`config.mk`:
```
export PLATFORM = sky130hd
export DESIGN_NAME = fxalu_div_step
export DESIGN_NICKNAME = d
export VERILOG_FILES = /design/src/rtl/fxalu_div_step.sv
export SDC_FILE = /design/constraint.sdc
export NUM_CORES = 1
export LEC_CHECK = 0
export BUFFER_PORTS_ARGS = -buffer_cell sky130_fd_sc_hd__clkbuf_2
export CELL_PAD_IN_SITES_DETAIL_PLACEMENT = 1
export CELL_PAD_IN_SITES_GLOBAL_PLACEMENT = 2
export CORE_MARGIN = 2
export CORE_UTILIZATION = 22
export DETAILED_ROUTE_END_ITERATION = 8
export PLACE_DENSITY_LB_ADDON = 0.1
export SETUP_SLACK_MARGIN = 0.4
export SKIP_LAST_GASP = 1
export SLEW_MARGIN = 20
export SYNTH_ARGS = -nofsm -noshare
export SYNTH_HDL_FRONTEND = slang
export SYNTH_SLANG_ARGS = --single-unit
```
`constraint.sdc`:
```
create_clock -name vclk -period 4.65
set_input_delay 0.6975 -clock vclk [all_inputs]
set_output_delay 0.6975 -clock vclk [all_outputs]
set_load 0.01 [all_outputs]
```
`src/rtl/fxalu_div_step.sv`:
```
// One restoring-division step: shift in a dividend bit, trial subtract.
// No dependencies; instantiated once per divider stage by the top level.
`default_nettype none
module fxalu_div_step #(
    parameter int WORD_BITS = 32,
    parameter int QUO_BITS  = 40
) (
    input  logic [WORD_BITS-1:0] rem_in,
    input  logic [WORD_BITS-1:0] div_in,
    input  logic [QUO_BITS-1:0]  nq_in,
    output logic [WORD_BITS-1:0] rem_out,
    output logic [QUO_BITS-1:0]  nq_out
);

    logic [WORD_BITS:0] trial;
    logic [WORD_BITS:0] diff;
    logic               ge;

    always_comb begin
        trial   = {rem_in, nq_in[QUO_BITS-1]};
        diff    = trial - {1'b0, div_in};
        ge      = (trial >= {1'b0, div_in});
        rem_out = ge ? diff[WORD_BITS-1:0] : trial[WORD_BITS-1:0];
        nq_out  = {nq_in[QUO_BITS-2:0], ge};
    end

endmodule
`default_nettype wire

```
Word-level counts from Yosys, hierarchy flattened
Cells that the tools add are included.
Word-level totals
  input port bits: 104
  logic and storage cells: 3
  output and inout bits: 72
  register bits: 0
Cells by class
  muxes and demuxes: 1
  order comparisons: 1
  $add $sub $neg: 1
Operators by type and width (count)
  33-bit by 32-bit greater-or-equal comparator with 1-bit output: 1
  32-bit 2-to-1 mux: 1
  32-bit subtractor: 1

Logic depth before layout (Yosys ltp)
Gate-level depths: netlist (run 1).
  depth after elaboration: 2
  mapped depth: 14
  depth with buffers taken out: 11

Least setup slack after synthesis (run 1)
OpenSTA, ideal clock, no wires.
  kind: input-to-output
  start point: in div_in[7]
  end point: out rem_out[21]
  path buffers: 2
  cell stages on the path: 13
  path slack: 0.851 ns
  required time: 3.953 ns
  arrival time: 3.101 ns
  cell sequence: inv_1 ha_1 a21oi_2 a211oi_1 or3_4 nor4b_4 o21ai_2 a31oi_4 o21a_4 inv_2 buf_6 buf_12 mux2_4
Between the ends
  word-level cells in the longest chain between the ends: 2
  elaborated cells between the ends (all ways): 3
  those cells by class: add/sub: 1; order compare: 1; mux: 1
Ends and longest elaborated chain
  start, declared: line 9  | input logic [WORD_BITS-1:0] div_in,
  33-bit by 32-bit greater-or-equal comparator with 1-bit output: line 22  | ge = (trial >= {1'b0, div_in});
  via ge: line 17  | logic ge;
  32-bit 2-to-1 mux: line 23  | rem_out = ge ? diff[WORD_BITS-1:0] : trial[WORD_BITS-1:0];
  end, declared: line 11  | output logic [WORD_BITS-1:0] rem_out,
The timed path passes the listed nets, and every way through them passes these cells.

Worst setup path in the final report (run 1)
  start point: in rem_in[6]
  end point: out rem_out[5]
Between the ends
  word-level cells in the longest chain between the ends: 2
Ends and longest elaborated chain
  start, declared: line 8  | input logic [WORD_BITS-1:0] rem_in,
  33-bit by 32-bit greater-or-equal comparator with 1-bit output: line 22
  32-bit 2-to-1 mux: line 23
Every way passes these cells.

==> results.md, run 1 <==
* Slew headroom at between 60% and 70%
* Sequential cell count at 0
* Most area-hungry cell type in the Yosys netlist: sky130_fd_sc_hd__ha_1
* PortBufs at approximately 100
* Share of the clock period used by the worst path after layout at between 80 and 90%
* Die boundary width at between 100 and 150 µm
* Shortest period the worst path allows at between 4000 and 5000 ps
* Synth Area in Simple Gates at 17.2%
* Setup Viol. Count Final at 0
* Fin. max-slew vios at 0
* Critical path type: primary input to output pin
* Avg Inst Size Synth at 7.25 µm²
* Post-synth design cell area at 0.00263 mm²
* Fraction of the mapped netlist area in compound gates at a little under a quarter
* Count of yosys warnings during synthesis at 0
* Antenna violations before repair at 0
* Drt first-iter violations at 54
* Type of the worst min-delay path: primary input to output pin
* Core area at roughly 0.012 mm²
* Outcome: finished, final reports clean
* Die height at 113 µm
* Instance count of the mapped netlist at ~360
* Overall die area at roughly 0.013 mm²
* Worst vdd rail ir drop at approximately 49 µV
* Share of the synthesized netlist area taken by xor and xnor gates at approximately 8.7%
* Worst setup SP type: primary input
* Final TNS setup at 0 ps
* Largest cells by area after synthesis: sky130_fd_sc_hd__ha_1 15%, sky130_fd_sc_hd__buf_4 11%, sky130_fd_sc_hd__mux2_2 8.6%, sky130_fd_sc_hd__xnor2_1 6.0%, sky130_fd_sc_hd__inv_1 5.7%
* GR Util All Layers at 12.2%
* Main combinational cell family by area after synthesis: compound AO/OA/AOI/OAI gates
* Final estimated routing congestion in global placement at 0.747
* Global-route wire length before repair at 13300 µm
* Data arrival at the endpoint of the critical path at about 3400 ps
* P_sw at approximately 260 µW
* Most frequent standard cell in the layout excluding fill and tap cells: sky130_fd_sc_hd__clkbuf_2
* Drt wl/cell at roughly 14 µm
* Unrepaired setup endpoints after global routing: no
* Hold bufs inserted after CTS at 0
* Endpoint type of the worst setup path: output pin
* Storage element area at 0 µm²
* Part of the power in the clock network at 0%
* Leak Pwr at about 1.6 nW
* Max-cap viol count at 0
* Internal power consumption at roughly 240 µW
* Highest clock rate at 245 MHz
* Hpwl dp at approximately 7000 µm
* Via count of the first global-routing pass at approximately 2700
* Final Hold Vio Count at 0
* Proportion of power drawn by flip-flops and latches at 0%
* Overall Power at about 500 µW
* Detailed-route via count at 2625
* Leftover overflow at the end of global routing at 0
* Pwr/cell area at around 170 mW/mm²
* Total Nets Final at around 560
* Antenna cells at 0
* Area share of the leading cell type in the synthesized netlist at 15.2%
* Worst endpoint required time at 3950 ps
* Largest net degree at the start of global routing at 16
* Synthesized Nets at 500
* Unique cell type count in the Yosys netlist at slightly above 50
* Number of clock buffers in the layout at 0
* Fill cells at roughly 1400
* Starting Density at between 20% and 30%
* Total Routed Length at 8030 µm
* Std cell rows at 39
* Adder and majority cell fraction of the synthesized area at between 10% and 20%
* Via-to-Cell Ratio at 4.70
* Sequential cell area fraction in the yosys report at 0%
* Design area at a little over 0.003 mm²
* Switching part of the total power at between 50% and 60%
* Post-route DRC at 0
* Count of nets left with antenna violations after detail routing at 0
* Detailed-routing iteration count for the pre-antenna-repair pass at 4
* Combinational group share of total power at 100.0%
* Slew at the pin closest to its max-slew limit at approximately 560 ps
* Count of pins on the block boundary at between 150 and 200
* Ratio of cells with drive above 1 in the final layout at a little under two fifths
* Share of cell area taken by muxes after synthesis at about 15%
* Most frequent cells in the layout: 98 x sky130_fd_sc_hd__clkbuf_2, 40 x sky130_fd_sc_hd__inv_1, 30 x sky130_fd_sc_hd__ha_1, 24 x sky130_fd_sc_hd__nand2_1, 24 x sky130_fd_sc_hd__a21oi_1
* Synth-to-layout area growth at 14.8%
* Instance area at placement at 0.00295 mm²
* Largest driver fanout on the critical path at 14
critical path: stages:
cell	delay [ps]
sky130_fd_sc_hd__clkbuf_2	90
sky130_fd_sc_hd__ha_1	350
sky130_fd_sc_hd__a21oi_2	180
sky130_fd_sc_hd__a211oi_1	90
sky130_fd_sc_hd__or3_4	390
sky130_fd_sc_hd__nor4b_4	360
sky130_fd_sc_hd__o21ai_2	130
sky130_fd_sc_hd__a31oi_4	220
sky130_fd_sc_hd__o21a_4	190
sky130_fd_sc_hd__inv_2	60
sky130_fd_sc_hd__buf_4	200
sky130_fd_sc_hd__mux2_2	290
sky130_fd_sc_hd__clkbuf_2	130
cells in the mapped netlist (4+ instances only):
| library cell | instances |
|---|---|
| sky130_fd_sc_hd__buf_4 | 40 |
| sky130_fd_sc_hd__inv_1 | 40 |
| sky130_fd_sc_hd__ha_1 | 32 |
| sky130_fd_sc_hd__a21oi_1 | 26 |
| sky130_fd_sc_hd__nand2_1 | 24 |
| sky130_fd_sc_hd__nor2_1 | 23 |
| sky130_fd_sc_hd__mux2_2 | 20 |
| sky130_fd_sc_hd__xnor2_1 | 18 |
| sky130_fd_sc_hd__o21ai_0 | 13 |
| sky130_fd_sc_hd__a21o_1 | 9 |
| sky130_fd_sc_hd__clkbuf_1 | 9 |
| sky130_fd_sc_hd__mux2_4 | 9 |
| sky130_fd_sc_hd__nand4_1 | 9 |
| sky130_fd_sc_hd__xor2_1 | 8 |
| sky130_fd_sc_hd__nand3_1 | 7 |
| sky130_fd_sc_hd__nor2b_1 | 6 |
| sky130_fd_sc_hd__nor3_1 | 6 |
| sky130_fd_sc_hd__a31oi_1 | 5 |
| sky130_fd_sc_hd__o21a_1 | 4 |
| sky130_fd_sc_hd__o21bai_1 | 4 |
cells by family after synthesis:
group,after synthesis
fa+ha+maj,33
buf+inv,94
compound gates,89
xor+xnor,26
mux,32
simple gates,89
layer usage:
layer | track usage [%] | wire, µm
met4 | 0.407 | 9
met5 | 0 | 0
met3 | 0.857 | 339
met1 | 17.7 | 4030
met2 | 20.8 | 3650
final timing paths:
path	from	to	slack, ps	cells after the start
setup / recovery	rem_in[6]	rem_out[5]	570	13
hold / removal	nq_in[12]	nq_out[13]	1400	0
what timing repair did:
action,in CTS,in global routing
resized for setup,2,5
endpoints found under the setup margin,17,29
buffers inserted,1,5
pin swaps,1,6
cell type report:
type                       count  area, µm²  area share, %
multi-input combinational    269       2120           70.3
timing repair buffer         106        563           18.6
tap                          143        179           5.92
inverter                      41        154           5.10
per-stage QoR:
| step | setup slack [ps] | hold slack (ps) | util (%) | std cells |
|---|---|---|---|---|
| 2_1_floorplan | 851 | 1490 | - | 363 |
| 3_3_place_gp | 47.0 | 1400 | 25.5 | 553 |
| 3_5_place_dp | 55.0 | 1400 | 25.5 | 553 |
| 4_1_cts | 378 | 1400 | 25.7 | 554 |
| 5_1_grt | 407 | 1400 | 26.1 | 559 |
| 6_report | 571 | 1400 | 26.1 | 559 |
power groups by stage:
stage / combinational (mW) / sequential, mW / clock, mW
6_report: 0.499 / 0 / 0
2_1_floorplan: 0.375 / 0 / 0
3_3_place_gp: 0.496 / 0 / 0
5_1_grt: 0.557 / 0 / 0
3_5_place_dp: 0.497 / 0 / 0
4_1_cts: 0.503 / 0 / 0
Power figures use the tool's default switching activity.
==> run 2, diff against run 1 <==
- BUFFER_PORTS_ARGS: -buffer_cell sky130_fd_sc_hd__clkbuf_2 -> -buffer_cell sky130_fd_sc_hd__buf_2
==> results.md, run 2 (synthesis results as in run 1) <==
* Outcome: finished, final reports clean
* Core area at 0.0116 mm² (unchanged)
* Overall die area at 0.0129 mm² (unchanged)
* Final estimated routing congestion in global placement at 0.748 (+0.20%)
* Overall Power at 502 µW (+0.64%)
* Count of pins on the block boundary at 176 (unchanged)
* Final TNS setup at 0 ps (unchanged)
* Die boundary width at 113 µm (unchanged)
* GR Util All Layers at 11.9% (-0.26 points)
* Most frequent standard cell in the layout excluding fill and tap cells: sky130_fd_sc_hd__buf_2
* Data arrival at the endpoint of the critical path at 3410 ps (+30 ps)
* Internal power consumption at 244 µW (+1.5%)
* Share of the clock period used by the worst path after layout at 88.3% (+0.57 points)
* Leak Pwr at 1.55 nW (-0.82%)
* Final Hold Vio Count at 0 (unchanged)
* Total Nets Final at 555 (unchanged)
* Storage element area at 0 µm² (unchanged)
* Setup Viol. Count Final at 0 (unchanged)
* Cell type with the highest occurrence count on the critical path: sky130_fd_sc_hd__buf_2
* Hold bufs inserted after CTS at 0 (unchanged)
* Highest clock rate at 244 MHz (-0.65%)
* Number of clock buffers in the layout at 0 (unchanged)
* Antenna violations before repair at 0 (unchanged)
* Drt wl/cell at 14.3 µm (-0.55%)
* Worst vdd rail ir drop at 36.9 µV (-24%)
* Ratio of cells with drive above 1 in the final layout at 37.0% (+0.24 points)
* Std cell rows at 39 (unchanged)
* Unrepaired setup endpoints after global routing: no
* Drt first-iter violations at 66 (+22%)
* Starting Density at 22.8% (unchanged)
* Switching part of the total power at 51.4% (-0.41 points)
* Hpwl dp at 7150 µm (-0.63%)
* Proportion of power drawn by flip-flops and latches at 0% (unchanged)
* Via count of the first global-routing pass at 2691 (-1.4%)
* PortBufs at 98 (unchanged)
* Depth of the worst hold-timing path at 0 (unchanged)
* Fin. max-slew vios at 0 (unchanged)
* Total Routed Length at 7990 µm (-0.55%)
* Slowest stage cell on the critical path: sky130_fd_sc_hd__ha_1
* Type of the worst min-delay path: primary input to output pin
* Antenna cells at 0 (unchanged)
* Slew at the pin closest to its max-slew limit at 594 ps (+35.3 ps)
* Fill cells at 1434 (-0.49%)
* Endpoint type of the worst setup path: output pin
* Part of the power in the clock network at 0% (unchanged)
* Detailed-routing iteration count for the pre-antenna-repair pass at 4 (unchanged)
* Combinational group share of total power at 100.0% (about the same)
* Max-cap viol count at 0 (unchanged)
* Largest net degree at the start of global routing at 16 (unchanged)
* Die height at 113 µm (unchanged)
* Count of nets left with antenna violations after detail routing at 0 (unchanged)
* Via-to-Cell Ratio at 4.69 (-0.11%)
* Detailed-route via count at 2622 (-0.11%)
* P_sw at 258 µW (-0.16%)
* Largest driver fanout on the critical path at 14 (unchanged)
* Worst endpoint required time at 3950 ps (about the same)
* Sequential cell count at 0 (unchanged)
* Most frequent cells in the layout: 98 x sky130_fd_sc_hd__buf_2, 40 x sky130_fd_sc_hd__inv_1, 31 x sky130_fd_sc_hd__ha_1, 24 x sky130_fd_sc_hd__nand2_1, 24 x sky130_fd_sc_hd__a21oi_1
* Shortest period the worst path allows at 4110 ps (+26.7 ps)
* Synth-to-layout area growth at 15.3%
* Critical path type: primary input to output pin
* Worst setup SP type: primary input
* Longest individual stage delay on the worst path at 390 ps (about the same)
* Series of cell instances along the critical path: buf_2 -> ha_1 -> nand4_1 -> a211oi_1 -> or3_4 -> nor4b_4 -> o21ai_2 -> a31oi_4 -> o21a_4 -> inv_2 -> buf_4 -> mux2_2 -> buf_2
* Post-route DRC at 0 (unchanged)
* Hold path start: nq_in[12]
* Pwr/cell area at 165 mW/mm² (+0.18%)
* Slew headroom at 59.9% (-2.4 points)
* Worst Setup SP: rem_in[11]
* Global-route wire length before repair at 13100 µm (-1.8%)
* Leftover overflow at the end of global routing at 0 (unchanged)
## run 2: routing by layer
metal	track usage (%)	wire [µm]
met1	17.2	3970
met2	20.4	3640
met3	1.07	367
met4	0.407	9
met5	0	0
## run 2: metrics by stage
stage	instance area, µm²	hold slack, ps	utilization, %	worst slack (ps)	cells
after global routing	3030	1400	26.2	401	559
after floorplan	2630	1490	-	851	363
after CTS	2970	1400	25.6	422	554
final	3030	1400	26.2	545	559
after global placement	2950	1400	25.5	60.7	553
after detailed placement	2950	1400	25.5	82.1	553
## run 2: power by group through the flow
stage / clock network [mW] / logic (mW) / registers (mW)
2_1_floorplan: 0 / 0.375 / 0
4_1_cts: 0 / 0.501 / 0
6_report: 0 / 0.502 / 0
3_5_place_dp: 0 / 0.496 / 0
3_3_place_gp: 0 / 0.495 / 0
5_1_grt: 0 / 0.559 / 0
## run 2: path summary, 6_finish.rpt
kind / to
worst max-delay path: rem_out[10]
worst min-delay path: nq_out[13]
## run 2: area by class of cell
type               instances  area (µm²)  area share (%)
inverters                 41         154            5.07
multi-input cells        269        2140            70.5
well taps                143         179            5.90
repair buffers           106         563            18.6
## run 2: critical path: cells and delay by family
kind,cells,cell delay (ps)
and+or+nand+nor,3,940
AOI/OAI and AO/OA,4,590
buffers and inverters,4,490
adders and majority gates,1,390
muxes,1,280
## run 2: what timing repair did
action                                  4_1_cts  5_1_grt
resized for setup                             2        7
endpoints found under the setup margin        2       29
setup buffers                                 1        5
pin swaps                                     1        3
==> run 3, diff against run 2 <==
- ABC_AREA: default -> 1
- SKIP_LAST_GASP: 1 -> default
==> results.md, run 3 <==
* Count of nets left with antenna violations after detail routing at 0 (unchanged)
* Met3 WL at 370 µm (+0.82%)
* Unrepaired setup endpoints after global routing: no
* Antenna violations before repair at 0 (unchanged)
* Ratio of cells with drive above 1 in the final layout at 17.9% (-19 points)
* Antenna cells at 0 (unchanged)
* Leftover overflow at the end of global routing at 0 (unchanged)
* Hpwl dp at 11700 µm (+64%)
* Total Nets Final at 882 (+59%)
* Avg Inst Size Synth at 5.05 µm² (-30%)
* Final Hold Vio Count at 0 (unchanged)
* Proportion of power drawn by flip-flops and latches at 0% (unchanged)
* Instance count of the mapped netlist at 692 (+91%)
* Post-route DRC at 0 (unchanged)
* Final estimated routing congestion in global placement at 0.840 (+12%)
* Hold bufs inserted after CTS at 0 (unchanged)
* Largest driver fanout on the critical path at 35 (+21)
* Setup Viol. Count Final at 0 (unchanged)
* Drt wl/cell at 13.9 µm (-2.6%)
* Slew at the pin closest to its max-slew limit at 428 ps (-166 ps)
* PortBufs at 98 (unchanged)
* Data arrival at the endpoint of the critical path at 2880 ps (-530 ps)
* Max-cap viol count at 0 (unchanged)
* Global-route wire length before repair at 21700 µm (+66%)
* Count of buffers added by post-CTS timing repair for setup at 0 (-1)
* Instance area at placement at 0.00389 mm² (+32%)
* Sequential cell area fraction in the yosys report at 0% (unchanged)
* Outcome: finished, final reports clean
* Highest clock rate at 279 MHz (+15%)
* Fin. max-slew vios at 0 (unchanged)
* Pwr/cell area at 138 mW/mm² (-17%)
* Critical path type: primary input to output pin
* Starting Density at 22.2% (-0.52 points)
* Design area at 0.00389 mm² (+28%)
* Count of pins on the block boundary at 176 (unchanged)
* Worst setup SP type: primary input
* Slew headroom at 71.2% (+11 points)
* Shortest period the worst path allows at 3580 ps (-523 ps)
* Largest net degree at the start of global routing at 36 (+20)
* Detailed-routing wirelength on met1 at 6870 µm (+73%)
* Largest cells by area after synthesis: sky130_fd_sc_hd__nand2_1 30%, sky130_fd_sc_hd__inv_1 16%, sky130_fd_sc_hd__ha_1 11%, sky130_fd_sc_hd__buf_4 8.6%, sky130_fd_sc_hd__nand3_1 7.4%
* P_sw at 342 µW (+32%)
* Core area at 0.0157 mm² (+36%)
* Die boundary width at 130 µm (+15%)
* Total Routed Length at 13300 µm (+67%)
* Synth cell count leaders: 277 x sky130_fd_sc_hd__nand2_1, 149 x sky130_fd_sc_hd__inv_1, 52 x sky130_fd_sc_hd__nand3_1
* Detailed-routing iteration count for the pre-antenna-repair pass at 4 (unchanged)
* Post-synth design cell area at 0.00349 mm² (+33%)
* Overall die area at 0.0169 mm² (+32%)
* Detailed-route via count at 4019 (+53%)
* Via-to-Cell Ratio at 4.19 (-11%)
* Endpoint type of the worst setup path: output pin
* Unique cell type count in the Yosys netlist at 30 (-41%)
* Combinational group share of total power at 100.0% (about the same)
* GR Util All Layers at 16.0% (+4.1 points)
* Count of yosys warnings during synthesis at 0 (unchanged)
* Switching part of the total power at 63.8% (+12 points)
* Std cell rows at 46 (+18%)
* Top layer used by detailed routing: met4
* Area share of the leading cell type in the synthesized netlist at 29.8% (+15 points)
* Via count of the first global-routing pass at 4154 (+54%)
* Drt first-iter violations at 108 (+64%)
* Synthesized Nets at 829 (+66%)
* Most area-hungry cell type in the Yosys netlist: sky130_fd_sc_hd__nand2_1
* Share of the clock period used by the worst path after layout at 77.0% (-11 points)
* Most frequent cells in the layout: 277 x sky130_fd_sc_hd__nand2_1, 149 x sky130_fd_sc_hd__inv_1, 98 x sky130_fd_sc_hd__buf_2, 52 x sky130_fd_sc_hd__nand3_1, 35 x sky130_fd_sc_hd__nor2_1
* Leak Pwr at 2.56 nW (+65%)
* Final TNS setup at 0 ps (unchanged)
* Most frequent standard cell in the layout excluding fill and tap cells: sky130_fd_sc_hd__nand2_1
* Number of clock buffers in the layout at 0 (unchanged)
* Worst endpoint required time at 3950 ps (about the same)
* Die height at 130 µm (+15%)
* Count leader, synth: sky130_fd_sc_hd__nand2_1
* Routed length on met2 at 6060 µm (+67%)
* Part of the power in the clock network at 0% (unchanged)
* Sequential cell count at 0 (unchanged)
* Internal power consumption at 194 µW (-20%)
* Number of resized instances in the post-cts repair step at 0 (-2)
* Type of the worst min-delay path: primary input to output pin
* Storage element area at 0 µm² (unchanged)
* Synth-to-layout area growth at 11.5%
* Worst vdd rail ir drop at 40.2 µV (+8.8%)
-- run 3: changes by cell type after synthesis, sizes merged, moves of 10 or more --
cell,previous run,this run
inv,41,152
o21ai,14,2
nand3,7,68
nand2,24,282
nand3b,0,10
nor2,23,40
mux2,29,0
xnor2,18,1
-- run 3: through the flow --
stage | util (%) | hold WS, ps | std cells | setup slack [ps] | total power, mW
2_1_floorplan | - | 1490 | 692 | 1860 | 0.393
3_3_place_gp | 24.8 | 1400 | 959 | 1070 | 0.539
3_5_place_dp | 24.8 | 1400 | 959 | 1020 | 0.547
4_1_cts | 24.8 | 1400 | 959 | 1000 | 0.549
5_1_grt | 24.8 | 1400 | 959 | 856 | 0.618
6_report | 24.8 | 1400 | 959 | 1070 | 0.536
-- run 3: worst max-delay path, stage by stage --
cell and delay [ps]:
sky130_fd_sc_hd__buf_2 110, sky130_fd_sc_hd__ha_1 360, sky130_fd_sc_hd__nand2_1 210, sky130_fd_sc_hd__inv_1 70
sky130_fd_sc_hd__nand2_1 70, sky130_fd_sc_hd__nand2_1 70, sky130_fd_sc_hd__nand2_1 90, sky130_fd_sc_hd__nand3_1 140
sky130_fd_sc_hd__nor2_4 380, sky130_fd_sc_hd__nand2_8 280, sky130_fd_sc_hd__o21ai_0 240, sky130_fd_sc_hd__buf_2 160
-- run 3: power groups by stage --
stage,clock network (mW),logic (mW),registers [mW]
2_1_floorplan,0,0.393,0
3_3_place_gp,0,0.539,0
3_5_place_dp,0,0.547,0
4_1_cts,0,0.549,0
5_1_grt,0,0.618,0
6_report,0,0.536,0
-- run 3: cell families (layout without fill, tap and decap cells) --
| family | count (synthesis) | in the layout | synth area share (%) |
|---|---|---|---|
| compound gates | 24 | 24 | 3.62 |
| xor+xnor | 14 | 14 | 3.51 |
| simple gates | 419 | 419 | 53.6 |
| buf+inv | 202 | 253 | 27.3 |
| fa+ha+maj | 33 | 33 | 12.0 |
-- run 3: final timing paths --
path	cells after the start	startpoint	endpoint	slack, ps
setup / recovery	12	rem_in[26]	rem_out[0]	1070
hold / removal	0	nq_in[0]	nq_out[1]	1400
-- run 3: layout make-up --
type | instances | area, µm²
fillers | 2186 | 11800
multi-input cells | 490 | 2540
well taps | 216 | 270
repair buffers | 101 | 513
inverters | 152 | 571
-- run 3: routing by layer --
metal / up-vias / global-route usage (%)
met5: - / 0
met4: 0 / 0.633
met3: 14 / 0.369
met2: 83 / 27.5
met1: 1787 / 23.5
li1: 2135 / -
